==> src/rtl/core/quoted_printable_encoder_assert.svh <==
// assertion macros shared by the quoted-printable encoder modules
`ifndef QUOTED_PRINTABLE_ENCODER_ASSERT_SVH
`define QUOTED_PRINTABLE_ENCODER_ASSERT_SVH
`ifndef SYNTHESIS
`define QPE_ASSERT(label, clk, rst_n, prop) \
	label: assert property (@(posedge clk) disable iff (!rst_n) (prop)) \
		else $error("qpe property violated");
`define QPE_NEVER(label, clk, rst_n, expr) \
	label: assert property (@(posedge clk) disable iff (!rst_n) !(expr)) \
		else $error("qpe forbidden condition seen");
`else
`define QPE_ASSERT(label, clk, rst_n, prop)
`define QPE_NEVER(label, clk, rst_n, expr)
`endif
`endif

==> src/rtl/core/qpe_pkg.sv <==
// types, character constants and helper functions of the quoted-printable encoder
package qpe_pkg;

	typedef struct packed {
		logic       kind;
		logic [7:0] data_byte;
	} qpe_in_t;

	typedef struct packed {
		logic [7:0] out_byte;
		logic       run_last;
	} qpe_out_t;

	localparam logic [7:0] CH_LF    = 8'h0A;
	localparam logic [7:0] CH_TAB   = 8'h09;
	localparam logic [7:0] CH_SP    = 8'h20;
	localparam logic [7:0] CH_BANG  = 8'h21;
	localparam logic [7:0] CH_TILDE = 8'h7E;
	localparam logic [7:0] CH_EQ    = "=";
	localparam logic [7:0] CH_F     = "F";
	localparam logic [7:0] CH_R     = "r";
	localparam logic [7:0] CH_O     = "o";
	localparam logic [7:0] CH_M     = "m";
	localparam logic [7:0] CH_4     = "4";
	localparam logic [7:0] CH_6     = "6";
	localparam logic [7:0] CH_ZERO  = "0";
	localparam logic [7:0] CH_HEX_A = 8'h37;

	localparam logic [7:0] LIMIT_RESET = 8'd76;
	localparam logic [7:0] LIMIT_MIN   = 8'd8;

	// output segments of one command, sent lowest first
	typedef enum logic [2:0] {
		SEG_PRE   = 3'd0,
		SEG_SOFT  = 3'd1,
		SEG_BODY  = 3'd2,
		SEG_BLANK = 3'd3,
		SEG_NL    = 3'd4
	} seg_t;
	localparam int NUM_SEGS = 5;

	typedef enum logic [1:0] {
		PRE_HELD  = 2'd0,
		PRE_OWED  = 2'd1,
		PRE_MATCH = 2'd2
	} pre_kind_t;

	localparam logic [2:0] OWED_LEN  = 3'd3;
	localparam logic [2:0] MATCH_LEN = 3'd6;

	typedef struct packed {
		logic [NUM_SEGS-1:0] segs;
		pre_kind_t           pre_kind;
		logic [2:0]          pre_len;
		logic                body_hex;
		logic [7:0]          body_byte;
	} qpe_cmd_t;

	function automatic logic [7:0] hex_digit(input logic [3:0] n);
		if (n < 4'd10) begin
			return CH_ZERO + {4'b0, n};
		end
		return CH_HEX_A + {4'b0, n};
	endfunction

	function automatic logic [7:0] from_char(input logic [1:0] idx);
		logic [7:0] c;
		unique case (idx)
			2'd0: c = CH_F;
			2'd1: c = CH_R;
			2'd2: c = CH_O;
			2'd3: c = CH_M;
		endcase
		return c;
	endfunction

	function automatic logic is_blank(input logic [7:0] b);
		return (b == CH_SP) || (b == CH_TAB);
	endfunction

	function automatic logic is_plain(input logic [7:0] b);
		return is_blank(b) || ((b >= CH_BANG) && (b <= CH_TILDE) && (b != CH_EQ));
	endfunction

	// characters of the prefix segment: held "From" bytes, owed "=\n ", or "=46rom"
	function automatic logic [7:0] pre_char(input pre_kind_t kind, input logic [2:0] idx);
		logic [7:0] c;
		unique case (kind)
			PRE_HELD: c = from_char(idx[1:0]);
			PRE_OWED: begin
				unique case (idx)
					3'd0:    c = CH_EQ;
					3'd1:    c = CH_LF;
					default: c = CH_SP;
				endcase
			end
			PRE_MATCH: begin
				unique case (idx)
					3'd0:    c = CH_EQ;
					3'd1:    c = CH_4;
					3'd2:    c = CH_6;
					3'd3:    c = CH_R;
					3'd4:    c = CH_O;
					default: c = CH_M;
				endcase
			end
			default: c = CH_SP;
		endcase
		return c;
	endfunction

endpackage

==> src/rtl/core/qpe_front.sv <==
// front end: takes input items, tracks line state and turns each item into a command
`include "quoted_printable_encoder_assert.svh"
module qpe_front import qpe_pkg::*; (
	input  logic     clk,
	input  logic     arst_n,
	input  logic     cfg_valid,
	output logic     cfg_ready,
	input  logic [7:0] cfg_data,
	input  logic     src_valid,
	output logic     src_stall,
	input  qpe_in_t  src_data,
	output logic     cmd_push,
	output qpe_cmd_t cmd,
	input  logic     cmd_full
);

	localparam logic [2:0] PFX_START    = 3'd0;
	localparam logic [2:0] PFX_HELD_MAX = 3'd4;
	localparam logic [2:0] PFX_PAST     = 3'd5;
	localparam logic [2:0] PFX_OWED     = 3'd6;
	localparam logic [7:0] MATCH_COL    = 8'd6;
	localparam logic [8:0] BREAK_ROOM   = 9'd3;

	logic [7:0] limit_q;
	logic [7:0] column_q;
	logic [2:0] prefix_q;
	logic       blank_q;
	logic       endnl_q;

	logic [7:0] column_d;
	logic [2:0] prefix_d;
	logic       blank_d;
	logic       endnl_d;

	logic [7:0] limit_eff;
	logic       held;
	logic       owed;
	logic       accept;
	logic       soft_brk;
	logic [7:0] base_col;
	logic [7:0] body_col;

	assign cfg_ready = 1'b1;
	assign src_stall = cmd_full;
	assign accept    = src_valid && !cmd_full;
	assign cmd_push  = accept && (cmd.segs != '0);

	assign limit_eff = (limit_q < LIMIT_MIN) ? LIMIT_MIN : limit_q;
	assign held      = (prefix_q != PFX_START) && (prefix_q <= PFX_HELD_MAX);
	assign owed      = (prefix_q == PFX_OWED);

	always_comb begin
		cmd          = '0;
		cmd.pre_kind = PRE_HELD;
		column_d     = column_q;
		prefix_d     = prefix_q;
		blank_d      = blank_q;
		endnl_d      = endnl_q;
		soft_brk     = 1'b0;
		base_col     = column_q;
		body_col     = column_q;

		// held or owed bytes go out first on a line end, a file end or a mismatch
		if (held) begin
			cmd.pre_kind = PRE_HELD;
			cmd.pre_len  = prefix_q;
		end else if (owed) begin
			cmd.pre_kind = PRE_OWED;
			cmd.pre_len  = OWED_LEN;
		end

		if (src_data.kind) begin
			cmd.segs[SEG_PRE] = held || owed;
			cmd.segs[SEG_NL]  = !endnl_q;
			column_d = '0;
			prefix_d = PFX_START;
			blank_d  = 1'b0;
			endnl_d  = 1'b0;
		end else if (src_data.data_byte == CH_LF) begin
			cmd.segs[SEG_PRE]   = held || owed;
			cmd.segs[SEG_BLANK] = owed || (!held && blank_q);
			cmd.segs[SEG_NL]    = 1'b1;
			column_d = '0;
			prefix_d = PFX_START;
			blank_d  = 1'b0;
			endnl_d  = 1'b1;
		end else begin
			endnl_d = 1'b0;
			if ((prefix_q < PFX_HELD_MAX) && (src_data.data_byte == from_char(prefix_q[1:0]))) begin
				prefix_d = prefix_q + 3'd1;
			end else if ((prefix_q == PFX_HELD_MAX) && (src_data.data_byte == CH_SP)) begin
				cmd.segs[SEG_PRE] = 1'b1;
				cmd.pre_kind      = PRE_MATCH;
				cmd.pre_len       = MATCH_LEN;
				if ({1'b0, MATCH_COL} + BREAK_ROOM > {1'b0, limit_eff}) begin
					// soft break and space carried over to the next item
					prefix_d = PFX_OWED;
					column_d = MATCH_COL;
					blank_d  = 1'b0;
				end else begin
					cmd.segs[SEG_BODY] = 1'b1;
					cmd.body_byte      = CH_SP;
					prefix_d = PFX_PAST;
					column_d = MATCH_COL + 8'd1;
					blank_d  = 1'b1;
				end
			end else begin
				cmd.segs[SEG_PRE] = held || owed;
				if (owed) begin
					base_col = 8'd1;
				end else if (held) begin
					base_col = {5'b0, prefix_q};
				end
				// a flush leaves the column short enough that no break is needed
				soft_brk = !held && !owed &&
					({1'b0, column_q} + BREAK_ROOM > {1'b0, limit_eff});
				body_col           = soft_brk ? '0 : base_col;
				cmd.segs[SEG_SOFT] = soft_brk;
				cmd.segs[SEG_BODY] = 1'b1;
				cmd.body_hex       = !is_plain(src_data.data_byte);
				cmd.body_byte      = src_data.data_byte;
				column_d = body_col + (cmd.body_hex ? 8'd3 : 8'd1);
				blank_d  = is_blank(src_data.data_byte);
				prefix_d = PFX_PAST;
			end
		end
	end

	always_ff @(posedge clk or negedge arst_n) begin
		if (!arst_n) begin
			limit_q  <= LIMIT_RESET;
			column_q <= '0;
			prefix_q <= PFX_START;
			blank_q  <= 1'b0;
			endnl_q  <= 1'b0;
		end else begin
			if (cfg_valid && cfg_ready) begin
				limit_q <= cfg_data;
			end
			if (accept) begin
				column_q <= column_d;
				prefix_q <= prefix_d;
				blank_q  <= blank_d;
				endnl_q  <= endnl_d;
			end
		end
	end

	`QPE_ASSERT(a_held_at_line_start, clk, arst_n, held |-> (column_q == '0))
	`QPE_ASSERT(a_owed_column, clk, arst_n, owed |-> (column_q == MATCH_COL))
	`QPE_ASSERT(a_newline_clean, clk, arst_n, endnl_q |-> (column_q == '0 && prefix_q == PFX_START && !blank_q))

endmodule

==> src/rtl/core/qpe_cmd_fifo.sv <==
// command queue between front and back end
module qpe_cmd_fifo import qpe_pkg::*; #(
	parameter int DEPTH = 4
) (
	input  logic     clk,
	input  logic     arst_n,
	input  logic     push,
	input  qpe_cmd_t push_cmd,
	output logic     full,
	input  logic     pop,
	output qpe_cmd_t head,
	output logic     empty
);

	// DEPTH of at least two keeps the pointers one bit wide or more
	localparam int PTR_W = $clog2(DEPTH);
	localparam int CNT_W = $clog2(DEPTH + 1);

	qpe_cmd_t   mem_q [DEPTH];
	logic [PTR_W-1:0] wr_ptr_q;
	logic [PTR_W-1:0] rd_ptr_q;
	logic [CNT_W-1:0] count_q;

	logic do_push;
	logic do_pop;

	assign full    = (count_q == CNT_W'(DEPTH));
	assign empty   = (count_q == '0);
	assign do_push = push && !full;
	assign do_pop  = pop && !empty;
	assign head    = mem_q[rd_ptr_q];

	function automatic logic [PTR_W-1:0] next_ptr(input logic [PTR_W-1:0] p);
		return (p == PTR_W'(DEPTH - 1)) ? '0 : p + PTR_W'(1);
	endfunction

	always_ff @(posedge clk or negedge arst_n) begin
		if (!arst_n) begin
			wr_ptr_q <= '0;
			rd_ptr_q <= '0;
			count_q  <= '0;
		end else begin
			if (do_push) begin
				wr_ptr_q <= next_ptr(wr_ptr_q);
			end
			if (do_pop) begin
				rd_ptr_q <= next_ptr(rd_ptr_q);
			end
			if (do_push && !do_pop) begin
				count_q <= count_q + CNT_W'(1);
			end else if (do_pop && !do_push) begin
				count_q <= count_q - CNT_W'(1);
			end
		end
	end

	always_ff @(posedge clk) begin
		if (do_push) begin
			mem_q[wr_ptr_q] <= push_cmd;
		end
	end

endmodule

==> src/rtl/core/qpe_back.sv <==
// back end: walks the segments of each command and sends one character per cycle while enc_stall is low
`include "quoted_printable_encoder_assert.svh"
module qpe_back import qpe_pkg::*; (
	input  logic     clk,
	input  logic     arst_n,
	input  qpe_cmd_t cmd_head,
	input  logic     cmd_empty,
	output logic     cmd_pop,
	output logic     enc_valid,
	input  logic     enc_stall,
	output qpe_out_t enc_data
);

	qpe_cmd_t            cmd_q;
	logic                busy_q;
	logic [NUM_SEGS-1:0] mask_q;
	logic [2:0]          idx_q;
	logic                enc_valid_q;
	qpe_out_t            enc_data_q;

	seg_t                sel;
	logic [2:0]          cur_len;
	logic [7:0]          cur_byte;
	logic                seg_done;
	logic [NUM_SEGS-1:0] mask_after;
	logic                fin;
	logic                advance;

	always_comb begin
		sel = SEG_NL;
		for (int i = NUM_SEGS - 1; i >= 0; i--) begin
			if (mask_q[i]) begin
				sel = seg_t'(3'(i));
			end
		end
	end

	always_comb begin
		unique case (sel)
			SEG_PRE: begin
				cur_len  = cmd_q.pre_len;
				cur_byte = pre_char(cmd_q.pre_kind, idx_q);
			end
			SEG_SOFT, SEG_BLANK: begin
				cur_len  = 3'd2;
				cur_byte = (idx_q == 3'd0) ? CH_EQ : CH_LF;
			end
			SEG_BODY: begin
				cur_len = cmd_q.body_hex ? 3'd3 : 3'd1;
				if (!cmd_q.body_hex) begin
					cur_byte = cmd_q.body_byte;
				end else if (idx_q == 3'd0) begin
					cur_byte = CH_EQ;
				end else if (idx_q == 3'd1) begin
					cur_byte = hex_digit(cmd_q.body_byte[7:4]);
				end else begin
					cur_byte = hex_digit(cmd_q.body_byte[3:0]);
				end
			end
			SEG_NL: begin
				cur_len  = 3'd1;
				cur_byte = CH_LF;
			end
			default: begin
				cur_len  = 3'd1;
				cur_byte = CH_LF;
			end
		endcase
	end

	assign seg_done   = (idx_q == cur_len - 3'd1);
	assign mask_after = mask_q & ~(NUM_SEGS'(1) << sel);
	assign fin        = busy_q && seg_done && (mask_after == '0);
	assign advance    = !enc_valid_q || !enc_stall;
	// the next command loads as the last character of this one goes out
	assign cmd_pop    = advance && !cmd_empty && (!busy_q || fin);

	assign enc_valid = enc_valid_q;
	assign enc_data  = enc_data_q;

	always_ff @(posedge clk or negedge arst_n) begin
		if (!arst_n) begin
			busy_q      <= 1'b0;
			mask_q      <= '0;
			idx_q       <= '0;
			enc_valid_q <= 1'b0;
		end else if (advance) begin
			enc_valid_q <= busy_q;
			if (cmd_pop) begin
				busy_q <= 1'b1;
				mask_q <= cmd_head.segs;
				idx_q  <= '0;
			end else if (busy_q) begin
				if (seg_done) begin
					mask_q <= mask_after;
					idx_q  <= '0;
				end else begin
					idx_q <= idx_q + 3'd1;
				end
				if (fin) begin
					busy_q <= 1'b0;
				end
			end
		end
	end

	always_ff @(posedge clk) begin
		if (cmd_pop) begin
			cmd_q <= cmd_head;
		end
		if (advance && busy_q) begin
			enc_data_q.out_byte <= cur_byte;
			enc_data_q.run_last <= fin;
		end
	end

	`QPE_ASSERT(a_busy_has_segment, clk, arst_n, busy_q |-> (mask_q != '0))
	`QPE_ASSERT(a_index_in_segment, clk, arst_n, busy_q |-> (idx_q < cur_len))
	`QPE_ASSERT(a_loaded_cmd_nonempty, clk, arst_n, cmd_pop |-> (cmd_head.segs != '0))

endmodule

==> src/rtl/core/quoted_printable_encoder.sv <==
// Quoted-printable encoder: one content byte or end mark per src beat, one text
// character per enc beat. The front end takes an item in every cycle while its
// command queue (QUEUE_DEPTH entries) has room; the back end then sends the item's
// 1 to 7 characters at one per cycle from its output register while enc_stall is
// low, so the back-end character sequencer sets the sustained rate. An item that
// causes no character (a held "From" prefix byte, or an end mark after a final
// newline) pushes no command. run_last marks the last character of each item.
// cfg_data sets line_limit (reset 76, values below 8 act as 8); the user must write
// it only while the block is idle, and the block itself does not enforce this.
module quoted_printable_encoder import qpe_pkg::*; #(
	parameter int QUEUE_DEPTH = 4
) (
	input  logic       clk,
	input  logic       arst_n,
	input  logic       cfg_valid,
	output logic       cfg_ready,
	input  logic [7:0] cfg_data,
	input  logic       src_valid,
	output logic       src_stall,
	input  qpe_in_t    src_data,
	output logic       enc_valid,
	input  logic       enc_stall,
	output qpe_out_t   enc_data
);

	logic     cmd_push;
	qpe_cmd_t cmd;
	logic     cmd_full;
	logic     cmd_pop;
	qpe_cmd_t cmd_head;
	logic     cmd_empty;

	qpe_front u_front (
		.clk       (clk),
		.arst_n    (arst_n),
		.cfg_valid (cfg_valid),
		.cfg_ready (cfg_ready),
		.cfg_data  (cfg_data),
		.src_valid (src_valid),
		.src_stall (src_stall),
		.src_data  (src_data),
		.cmd_push  (cmd_push),
		.cmd       (cmd),
		.cmd_full  (cmd_full)
	);

	qpe_cmd_fifo #(
		.DEPTH (QUEUE_DEPTH)
	) u_queue (
		.clk      (clk),
		.arst_n   (arst_n),
		.push     (cmd_push),
		.push_cmd (cmd),
		.full     (cmd_full),
		.pop      (cmd_pop),
		.head     (cmd_head),
		.empty    (cmd_empty)
	);

	qpe_back u_back (
		.clk       (clk),
		.arst_n    (arst_n),
		.cmd_head  (cmd_head),
		.cmd_empty (cmd_empty),
		.cmd_pop   (cmd_pop),
		.enc_valid (enc_valid),
		.enc_stall (enc_stall),
		.enc_data  (enc_data)
	);

endmodule

==> config.mk <==
export PLATFORM = sky130hd
export DESIGN_NAME = quoted_printable_encoder
export DESIGN_NICKNAME = d
export VERILOG_FILES = /design/src/rtl/core/qpe_pkg.sv /design/src/rtl/core/qpe_front.sv /design/src/rtl/core/qpe_cmd_fifo.sv /design/src/rtl/core/qpe_back.sv /design/src/rtl/core/quoted_printable_encoder.sv
export VERILOG_INCLUDE_DIRS = /design/src /design/src/rtl/core
export SDC_FILE = /design/constraint.sdc
export NUM_CORES = 1
export LEC_CHECK = 0
export ABC_AREA = 1
export BUFFER_PORTS_ARGS = -buffer_cell sky130_fd_sc_hd__buf_2
export CORE_MARGIN = 2
export CORE_UTILIZATION = 62
export DETAILED_ROUTE_END_ITERATION = 10
export GPL_ROUTABILITY_DRIVEN = 0
export HOLD_SLACK_MARGIN = 0.06
export PLACE_DENSITY_LB_ADDON = 0.3
export SETUP_SLACK_MARGIN = 0.2
export SLEW_MARGIN = 20
export SYNTH_ARGS = -nofsm -noshare
export SYNTH_HDL_FRONTEND = slang
export SYNTH_SLANG_ARGS = --single-unit
export TNS_END_PERCENT = 5
==> constraint.sdc <==
create_clock -name clk -period 4 [get_ports clk]
set_clock_uncertainty 0.15 [all_clocks]
set_input_delay 1 -clock clk [delete_from_list [all_inputs] [get_ports clk]]
set_output_delay 1 -clock clk [all_outputs]
set_load 0.01 [all_outputs]
# Word-level counts from Yosys, hierarchy flattened
# Memory sizes are Yosys's and may differ from the RTL's.
# Index checks and enable logic that the tools add are counted.
# word_totals
register_bits	61
latchBits	0
mem_bits_rw	76
rom_bits	0
input_bits	22
output_inout_bits	12
wordCells	214
n_memories	1
# mem_list
memory	words	word_bits	read_ports	rd_clocked_by_memory_dff	write_ports	line	text
u_queue.mem_q	4	19	1	0	1	qpe_cmd_fifo.sv:19	qpe_cmd_t mem_q [DEPTH];
# op_classes
add_sub_neg	13
n_mul	0
div_mod_pow	0
order_cmp	9
eq_ne	27
shifts	1
n_mux	91
n_bitwise	2
reduce_logical	52
# ops
operator	count
2-to-1 mux 8 bit	22
case mux 8 bit (4 select lines)	2
case mux 8 bit (3 select lines)	2
2-to-1 mux 3 bit	13
case mux 7 bit (5 select lines)	1
2-to-1 mux 1 bit	30
adder 6 x 4 -> 7 bit, first input constant	4
2-to-1 mux 14 bit	2
2-to-1 mux 5 bit	4
logical AND 1 bit	19
2-to-1 mux 17 bit	1
== test 8 x 4 -> 1 bit, second input constant	2
2-to-1 mux 2 bit	8
== test 2 bit, second input constant	7
== test 3 x 2 -> 1 bit, second input constant	4
== test 3 bit, second input constant	4
2-to-1 mux 6 bit	2
case mux 6 bit (2 select lines)	1
zero test 1 bit	11
adder 3 x 1 -> 3 bit, second input constant	3
adder 8 x 2 -> 9 bit, second input constant	1
> comparator 9 x 8 -> 1 bit	1
zero test 3 bit	3
case mux 3 bit (3 select lines)	1
30 further kinds	47

# Depth between registers and ports, before layout
# Gate-level depths: netlist (run 1).
# depth
word_depth	17
depth_mapped	24
ltp_nobuf	23

# Modules after synthesis
# From an unflattened synthesis (run 1), not the netlist that was laid out.
# unflattened
cells_unflattened	841
area_unflattened_um2	7674.9
# by_module_without_submodules
mod	instances	cells_per_inst	area_each_um2	seq_area_each_um2
qpe_cmd_fifo	1	282	3594.7	2457.4
qpe_front	1	319	2089.5	529.3
qpe_back	1	240	1990.7	940.9

# Worst setup path before layout (run 1)
# OpenSTA, ideal clock, no wires.
# synth_path
kind	input to register
from	input src_data[2] (netlist name)
to	register u_queue.count_q[2]
setup_time_ns	0.131
t_arrival_ns	3.013
required_time_ns	3.719
setup_slack_ns	0.706
cell_stages	15
n_path_buf	0
cell_sequence	inv_1 -> nand4_2 -> nor4_4 -> nand2_2 -> nand2_2 -> nand2_4 -> nand3b_4 -> nand2_8 -> inv_2 -> ha_1 -> inv_1 -> fa_1 -> a21oi_1 -> o21ai_0 -> xor2_1
# synth_via
elab_chain_cells	12
elab_cells_between_ends	23
classes_between	3 x eq/ne; 11 x mux; 9 x reduce/logical
# synth_lines
item	line	text
start, declared	quoted_printable_encoder.sv:20	input qpe_in_t src_data,
== test 8 x 6 -> 1 bit	qpe_front.sv:91	end else if ((prefix_q == PFX_HELD_MAX) && (src_data.data_byte == CH_SP)) begin
logical AND 1 bit	qpe_front.sv:91	
2-to-1 mux 1 bit	qpe_front.sv:91	
2-to-1 mux 17 bit	qpe_front.sv:89	if ((prefix_q < PFX_HELD_MAX) && (src_data.data_byte == from_char(prefix_q[1:0]))) begin
2-to-1 mux 1 bit / 2-to-1 mux 2 bit (equally long branches)	qpe_front.sv:79	end else if (src_data.data_byte == CH_LF) begin
2-to-1 mux 1 bit / 2-to-1 mux 3 bit (equally long branches)	qpe_front.sv:72	if (src_data.kind) begin
nonzero test 5 bit (*)	qpe_front.sv:46	assign cmd_push = accept && (cmd.segs != '0);
logical AND 1 bit (*)	qpe_front.sv:46	
logical AND 1 bit (*)	qpe_cmd_fifo.sv:29	assign do_push = push && !full;
named net u_queue.do_push	qpe_cmd_fifo.sv:24	logic do_push;
zero test 1 bit	qpe_cmd_fifo.sv:51	end else if (do_pop && !do_push) begin
logical AND 1 bit	qpe_cmd_fifo.sv:51	
nonzero test 2 bit (no line)	n/a	
end signal, assigned	qpe_cmd_fifo.sv:50	count_q <= count_q + CNT_W'(1);
end signal, assigned	qpe_cmd_fifo.sv:52	count_q <= count_q - CNT_W'(1);
end, declared	qpe_cmd_fifo.sv:22	logic [CNT_W-1:0] count_q;
# Mark *: on every way through the listed nets, which the timed path passes. The rest lies on a longest branch.
# A chain may end at the register's enable or synchronous reset.

# Worst setup path in the final report (run 1)
# layout_path
from	register u_front.prefix_q[0]
to	register u_queue.count_q[2]
# layout_via
elab_chain_cells	15
elab_cells_between_ends	40
classes_between	2 x order compare; 6 x eq/ne; 13 x mux; 19 x reduce/logical
# layout_lines
item	line	text
start, declared	qpe_front.sv:26	logic [2:0] prefix_q;
start signal, assigned	qpe_front.sv:142	prefix_q <= prefix_d;
== test 2 bit, or another cell as far along	qpe_pkg.sv:68	unique case (idx)
case mux 8 bit (4 select lines) / logical AND 1 bit (equally long branches)	qpe_pkg.sv:68, qpe_front.sv:49	
2-to-1 mux 8 bit / zero test 1 bit (equally long branches)	qpe_front.sv:79, qpe_front.sv:81, qpe_front.sv:115	
2-to-1 mux 8 bit / logical AND 1 bit (equally long branches)	qpe_front.sv:72, qpe_front.sv:115	
== test 8 bit / logical AND 1 bit (equally long branches)	qpe_front.sv:89, qpe_front.sv:115	
logical AND 1 bit / 2-to-1 mux 1 bit (equally long branches)	qpe_front.sv:89, qpe_front.sv:91	
2-to-1 mux 17 bit	qpe_front.sv:89	
2-to-1 mux 1 bit / 2-to-1 mux 2 bit (equally long branches)	qpe_front.sv:79	
2-to-1 mux 1 bit / 2-to-1 mux 3 bit (equally long branches)	qpe_front.sv:72	
nonzero test 5 bit (*)	qpe_front.sv:46	
logical AND 1 bit (*)	qpe_front.sv:46	
logical AND 1 bit (*)	qpe_cmd_fifo.sv:29	
named net u_queue.do_push	qpe_cmd_fifo.sv:24	
zero test 1 bit	qpe_cmd_fifo.sv:51	
logical AND 1 bit	qpe_cmd_fifo.sv:51	
nonzero test 2 bit (no line)	n/a	
# Mark *: on every way through the listed nets, which the timed path passes. The rest lies on a longest branch. The select of a mux whose other input is x is not followed.

==> out/qor.txt, run 1 <==
Status = finished clean
Yosys top cell by area = edfxtp_1
DIE AREA = 12,700 um2
Seq pwr share = 35.8%
Register area = 3930 um2
Syn. warnings = 0
Net Switching = 0.00245 W
Slew headroom = 57.3%
Mapped Nets = 811
Multi-input logic area = 2890 um2
Logic pwr share = 39.0%
Initial antenna violation count = 0
Initial Utilization = 63.7%
Crit end category = register
Unique masters post-synth = 50
Top cells by count, synth = nand2_1 (114), edfxtp_1 (99), inv_1 (95), nor2_1 (83), o21ai_0 (69)
Pleak = 3.57 nW
Die height = 113 um
Final Hold Vio Count = 0
Final Max Slew Viols = 0
Final #Nets = 852
Std-Cell Rows = 39
Max clock buf depth = 2
EDFF count, synth = 99
Root Driver = clkbuf_16
Actual slew at the worst max-slew pin = 0.640 ns
Starting DRT DRC Count = 522
First-pass GRT wire length = 26,500 um
WL final = 15,900 um
Cell Area, Synth = 7300 um2
Peak VDD IR = 0.449 mV
RR Startpoint = u_front.prefix_q[0]$_DFFE_PN0P_
Setup TNS = 0 ns
Count leader, synth = nand2_1
Pint = 0.00384 W
Number of synthesized register bits = 137
Die Width = 113 um
Vias in the first global route = 5,663
Worst hold path type = register to register
Critical path startpoint = u_front.prefix_q[0]$_DFFE_PN0P_
Core Box Area = 11,500 um2
CP Class = register to register
RSZ-0062 raised after global routing = yes
Instance count of the mapped netlist = 757
GRT Overall Usage = 27.0%
Slowest stage cell, crit path = dfrtp_1
Critical Path Fanout Max = 7
CP peak stage delay = 0.46 ns
Synth top area share = 40.7%
Seq/Total Area, Yosys = 53.8%
Final setup fails = 0
Diode count = 0
Hold Path Origin = u_front.blank_q$_DFFE_PN0P_
CTS buffer count = 17
Ys async rst share = 27.7%
Share of power burned in the clock network = 25.3%
Worst path buffer plus inverter count = 4
Cells taking the most area after synthesis = edfxtp_1 (41%), dfrtp_1 (12%), nand2_1 (5.9%), ha_1 (5.1%), inv_1 (4.9%)
CP top delay family = adder cells
P&R area growth vs syn = 12.7%
WL/cell = 16.7 um
Worst EP required = 4.15 ns
Max Cap Viol = 0
Clock transition at path regs = 0.06 ns
R2r setup slk = 0.44 ns
Final min period = 3.56 ns
Sw Share = 38.9%
Data arrival time of the worst path = 3.71 ns
DP HPWL = 10,900 um
# DRC = 0
Crit share post-route = 89.0%
Commonest register cell after synthesis = edfxtp_1
CTS tree = done
Fmax = 281 MHz
GR Overflow Total = 0
IO Count = 34
H-tree depth = 4
CTS Sinks = 137
Critical Path Start Type = register
I/O Buffers = 32
Detailed-route via count = 5,630
Crit path cell chain = inv_1 > ha_1 > ha_1 > inv_1 > nor4_4 > nand2_2 > nand2_2 > nand2_4 > nand3b_4 > nand2_8 > inv_2 > ha_1 > inv_1 > fa_1 > a21oi_1 > o21ai_0 > xor2_1
Vias per cell = 5.90
Syn_area_per_cell = 9.64 um2
Cell area power density = 764 nW/um2
Post-CTS setup buffer count = 0
Share of cells above drive strength 1 = 17.4%
Hold_ws = 0.355 ns
# fillers = 803
Routed Antenna Nets = 0
Clock Latency Late Sink = 0.42 ns
Pre-antenna DRT Iters = 6
Largest net degree at the start of global routing = 41
-- registers in the layout (all words and copies together), names as in the netlist, 2 cells and up --
| name | cells |
|---|---|
| u_queue.wr_ptr_q | 2 |
| u_back.idx_q | 3 |
| u_back.cmd_q | 14 |
| u_queue.count_q | 3 |
| u_front.column_q | 8 |
| u_back.mask_q | 5 |
| u_front.limit_q | 8 |
| u_front.prefix_q | 3 |
| u_queue.mem_q | 76 |
| u_back.enc_data | 9 |
| u_queue.rd_ptr_q | 2 |
-- through the flow --
step	total power (W)	setup slack [ns]	instance area [um2]	util, %	std cells
2_1_floorplan	0.00403	0.706	7300	-	757
3_3_place_gp	0.00455	0.473	7610	66.3	922
3_5_place_dp	0.00465	0.386	7610	66.3	922
4_1_cts	0.00628	0.379	8210	71.6	954
5_1_grt	0.00669	0.192	8230	71.8	954
6_report	0.00629	0.439	8230	71.8	954
-- layout make-up --
type	instances	area share [%]
clock inverters	12	1.82
flip-flops and latches	137	47.7
inverters	108	5.05
well taps	143	2.17
repair buffers	39	2.62
clock buffers	20	5.55
multi-input cells	495	35.1
-- timing repair --
item	in CTS	in global routing
gates resized for setup	0	4
endpoints found under the setup margin	0	5
hold buffers	0	0
-- power by group through the flow --
stage	logic, W	clock network, W	registers (W)
finish	0.00245	0.00159	0.00225
global route	0.00274	0.00167	0.00229
CTS	0.00243	0.00161	0.00225
detailed placement	0.00239	0	0.00227
global placement	0.00230	0	0.00225
floorplan	0.00183	0	0.00220
-- worst min-delay path: cells and delay by family, from the launching register on --
family | cells | cell delay, ns
flops | 1 | 0.35
simple gates | 2 | 0.12
-- layout by cell type, fill, tap and decap left out, drive strengths merged, types with 4 or more instances in the layout --
cell type | netlist | layout
edfxtp | 99 | 99
clkinv | 1 | 7
nand2 | 133 | 133
buf | 4 | 39
ha | 30 | 30
a21oi | 22 | 22
nand4 | 6 | 6
a31oi | 5 | 5
dfrtp | 35 | 35
clkbuf | 13 | 20
nand3 | 40 | 40
o21ai | 82 | 82
xnor2 | 5 | 5
xor2 | 8 | 8
o22ai | 23 | 23
inv | 107 | 107
nor3 | 12 | 12
nor2 | 96 | 96
o211ai | 10 | 10
mux2 | 4 | 4
-- kinds of logic after synthesis --
logic type	after synthesis	synth area share, %
fa+ha+maj	32	5.69
flops	137	53.8
other cells	1	0.0514
buf+inv	125	6.84
simple gates	293	19.3
xor+xnor	13	1.56
mux	4	0.617
compound gates	152	12.2
-- worst paths after layout --
kind,depth (start not counted),endpoint
setup / recovery,17,u_queue.count_q[2]$_DFFE_PN0P_
hold / removal,2,u_front.blank_q$_DFFE_PN0P_
setup reg to reg,17,u_queue.count_q[2]$_DFFE_PN0P_
hold reg to reg,2,u_front.blank_q$_DFFE_PN0P_
max in group asynchronous,1,u_queue.wr_ptr_q[1]$_DFFE_PN0P_
min in group asynchronous,1,u_queue.rd_ptr_q[0]$_DFFE_PN0P_
-- metal layers --
| layer | routed length (um) | GRT usage (%) | part of all wire (%) |
|---|---|---|---|
| met5 | 0 | 0 | 0 |
| met4 | 727 | 14.2 | 4.6 |
| met3 | 948 | 6.97 | 5.9 |
| met2 | 7910 | 45.8 | 50 |
| met1 | 6360 | 31.7 | 40 |
(Power assumes the default switching activity.)
==> run 2: changes to the inputs <==
--- a/config.mk
+++ b/config.mk
@@ -6,7 +6,6 @@
 export SDC_FILE = /design/constraint.sdc
 export NUM_CORES = 1
 export LEC_CHECK = 0
-export ABC_AREA = 1
 export BUFFER_PORTS_ARGS = -buffer_cell sky130_fd_sc_hd__buf_2
 export CORE_MARGIN = 2
 export CORE_UTILIZATION = 62
==> out/qor.txt, run 2 <==
Placed cells = 736 (was 922)
CP peak stage delay = 0.43 ns (was 0.46 ns)
Initial Utilization = 64.1% (was 63.7%)
Final min period = 3.84 ns (was 3.56 ns)
H-tree depth = 4 (unchanged)
Most common cell after layout, fill and taps aside = edfxtp_1 (was nand2_1)
Register bank with the most flops = u_queue.mem_q (unchanged)
I/O Buffers = 32 (unchanged)
Detailed-route via count = 4,959 (was 5,630)
Max Cap Viol = 0 (unchanged)
Largest net degree at the start of global routing = 39 (was 41)
Crit end category = register (unchanged)
CTS buffer count = 17 (unchanged)
Top cells by count, synth = edfxtp_1 (99), nand2_1 (59), o21ai_0 (36), dfrtp_1 (35), nor2_1 (34) (was nand2_1 (114), edfxtp_1 (99), inv_1 (95), nor2_1 (83), o21ai_0 (69))
Post-Synth Simple-Gate Area = 13.0% (was 19.3%)
GR Overflow Total = 0 (unchanged)
WL/cell = 20.3 um (was 16.7 um)
Mux cell area share after synthesis = 7.99% (was 0.617%)
Max clock buf depth = 2 (unchanged)
EDFF count, synth = 99 (unchanged)
Routed Antenna Nets = 0 (unchanged)
Pleak = 3.13 nW (was 3.57 nW)
Critical Path Start Type = register (unchanged)
Fmax = 260 MHz (was 281 MHz)
Final Max Slew Viols = 0 (unchanged)
Data arrival time of the worst path = 4.05 ns (was 3.71 ns)
Yosys top cell by area = edfxtp_1 (unchanged)
Cell area power density = 784 nW/um2 (was 764 nW/um2)
Share of cells above drive strength 1 = 20.3% (was 17.4%)
# DRC = 0 (unchanged)
Vias in the first global route = 4,800 (was 5,663)
Instance count of the mapped netlist = 574 (was 757)
CP dominant cell by count = ha_1
Worst hold path type = register to register (unchanged)
Die Width = 110 um (was 113 um)
CTS Sinks = 137 (unchanged)
Final #Nets = 675 (was 852)
Seq/Total Area, Yosys = 56.0% (was 53.8%)
Number of synthesized register bits = 137 (unchanged)
Post-DP Area = 7330 um2 (was 7610 um2)
P&R area growth vs syn = 14.8% (was 12.7%)
# fillers = 675 (was 803)
Status = finished clean (unchanged)
DP HPWL = 9890 um (was 10,900 um)
Post-synthesis xor/xnor area fraction = 2.10% (was 1.56%)
Final instance area = 8050 um2 (was 8230 um2)
Cells taking the most area after synthesis = edfxtp_1 (42%), dfrtp_1 (12%), mux4_2 (6.1%), ha_1 (5.4%), nand2_1 (3.2%) (was edfxtp_1 (41%), dfrtp_1 (12%), nand2_1 (5.9%), ha_1 (5.1%), inv_1 (4.9%))
WL final = 15,700 um (was 15,900 um)
Setup TNS = 0 ns (unchanged)
Initial antenna violation count = 0 (unchanged)
Pre-antenna DRT Iters = 5 (was 6)
Post-Layout Cell Count = 774 (was 954)
First-pass GRT wire length = 24,300 um (was 26,500 um)
Most frequent cells in the layout = edfxtp_1 (99), nand2_1 (59), o21ai_0 (36) (was nand2_1 (114), edfxtp_1 (99), inv_1 (95))
Critical Path Fanout Max = 4 (was 7)
Crit share post-route = 96.0% (was 89.0%)
Post-CTS Hold Fix Bufs = 0 (unchanged)
Cell Area, Synth = 7010 um2 (was 7300 um2)
Slowest stage cell, crit path = dfrtp_1 (unchanged)
Final Hold Vio Count = 0 (unchanged)
Largest family of logic cells by synthesized area = simple AND/OR/NAND/NOR gates (unchanged)
Clock transition at path regs = 0.06 ns (about the same)
Count leader, synth = edfxtp_1 (was nand2_1)
Actual slew at the worst max-slew pin = 0.945 ns (was 0.640 ns)
Post-layout util = 73.6% (was 71.8%)
Crit path cell chain = inv_1 > ha_1 > nor2b_2 > nand2_1 > xnor2_1 > ha_1 > a21o_1 > a21oi_2 > nor4b_4 > o21ai_2 > o22ai_1 > and2_4 > ha_1 > a21o_1 > and4_4 > nand2_1 > a211o_1 > nand3_1 (was inv_1 > ha_1 > ha_1 > inv_1 > nor4_4 > nand2_2 > nand2_2 > nand2_4 > nand3b_4 > nand2_8 > inv_2 > ha_1 > inv_1 > fa_1 > a21oi_1 > o21ai_0 > xor2_1)
Vias per cell = 6.41 (was 5.90)
DIE AREA = 12,200 um2 (was 12,700 um2)
CTS tree = done (unchanged)
Peak VDD IR = 0.450 mV (was 0.449 mV)
Final setup fails = 0 (unchanged)
Worst EP required = 4.21 ns (was 4.15 ns)
Diode count = 0 (unchanged)
Root Driver = clkbuf_16 (unchanged)
IO Count = 34 (unchanged)
Die height = 110 um (was 113 um)
Total Power = 0.00631 W (was 0.00629 W)
Syn_area_per_cell = 12.2 um2 (was 9.64 um2)
Syn. warnings = 0 (unchanged)
Synth top area share = 42.4% (was 40.7%)
Slew headroom = 37.0% (was 57.3%)
Max reg flops = 76 (unchanged)
GRT Overall Usage = 27.2% (was 27.0%)
Starting DRT DRC Count = 480 (was 522)
Post-synthesis compound-gate area fraction = 12.1% (was 12.2%)
Core Box Area = 10,900 um2 (was 11,500 um2)
Mapped Nets = 628 (was 811)
Std-Cell Rows = 38 (was 39)
Synth Area in Adders = 5.92% (was 5.69%)
Clock Latency Late Sink = 0.42 ns (about the same)
CP Class = register to register (unchanged)
Commonest register cell after synthesis = edfxtp_1 (unchanged)
Ys async rst share = 27.7% (unchanged)
Unique masters post-synth = 67 (was 50)
run 2: cell count changes in the layout (fill, tap and decap cells not counted), moves of 11 or more:
cell and delta:
nand3_1 -28, inv_1 -66, o22ai_1 -17, nand2_1 -55, inv_2 -11, and2_1 +17, o21ai_0 -33, nor2_1 -47
mux4_2 +19, nand2_2 -12
run 2: critical path: cells and delay by family (launching register included):
family,cells,cell delay (ns)
compound gates,6,1.13
xor+xnor,1,0.13
fa+ha+maj,3,0.69
buf+inv,1,0.12
flops,1,0.43
simple gates,7,1.13
run 2: cell type report:
cell class	instances	area [um2]	area share [%]
flip-flops and latches	137	3930	48.8
well taps	140	175	2.18
multi-input cells	389	2950	36.6
repair buffers	47	273	3.39
clock inverters	13	176	2.19
clock buffers	19	443	5.50
inverters	29	109	1.35
run 2: metal layers:
metal	vias up	track usage [%]	part of all wire, %
met3	47	6.11	4.9
met2	225	46.4	52
met1	2443	33.2	40
met4	0	12.6	2.7
li1	2244	-	-
met5	-	0	0
run 2: final timing paths:
| path | from | endpoint | slack [ns] | cells past startpoint |
|---|---|---|---|---|
| setup / recovery | u_front.column_q[0]$_DFFE_PN0P_ | u_front.column_q[5]$_DFFE_PN0P_ | 0.16 | 18 |
| hold / removal | u_queue.count_q[2]$_DFFE_PN0P_ | u_queue.count_q[2]$_DFFE_PN0P_ | 0.35 | 1 |
| setup reg to reg | u_front.column_q[0]$_DFFE_PN0P_ | u_front.column_q[5]$_DFFE_PN0P_ | 0.16 | 18 |
| hold reg to reg | u_queue.count_q[2]$_DFFE_PN0P_ | u_queue.count_q[2]$_DFFE_PN0P_ | 0.35 | 1 |
| max in group asynchronous | arst_n | u_front.endnl_q$_DFFE_PN0P_ | 2.56 | 1 |
| min in group asynchronous | arst_n | u_back.idx_q[0]$_DFFE_PN0P_ | 0.56 | 1 |
run 2: cell families after synthesis:
logic type | Yosys count
flip-flops | 137
other | 1
buffers and inverters | 48
multiplexers | 31
XOR/XNOR | 16
adder cells (fa/ha/maj) | 32
AO/OA/AOI/OAI | 127
AND/OR/NAND/NOR | 182
run 2: repair_timing:
item	4_1_cts	5_1_grt
pin swaps	1	1
setup endpoints to repair	3	7
endpoints found under the hold margin	0	0
buffers inserted	1	5
resized for setup	2	10
cloned	0	0
run 2: power breakdown:
| group | switching, W | total (W) | internal [W] | leakage (nW) |
|---|---|---|---|---|
| Clock | 0.000592 | 0.00165 | 0.00105 | 0.301 |
| Combinational | 0.00126 | 0.00229 | 0.00103 | 1.43 |
| Sequential | 0.000373 | 0.00238 | 0.00200 | 1.40 |
| Total | 0.00222 | 0.00631 | 0.00409 | 3.13 |
run 2: stage by stage:
step,hold slack [ns],worst slack [ns]
floorplan,0.300,0.451
global placement,0.325,0.272
detailed placement,0.346,0.112
CTS,0.354,0.245
global route,0.372,-0.0290
finish,0.351,0.159
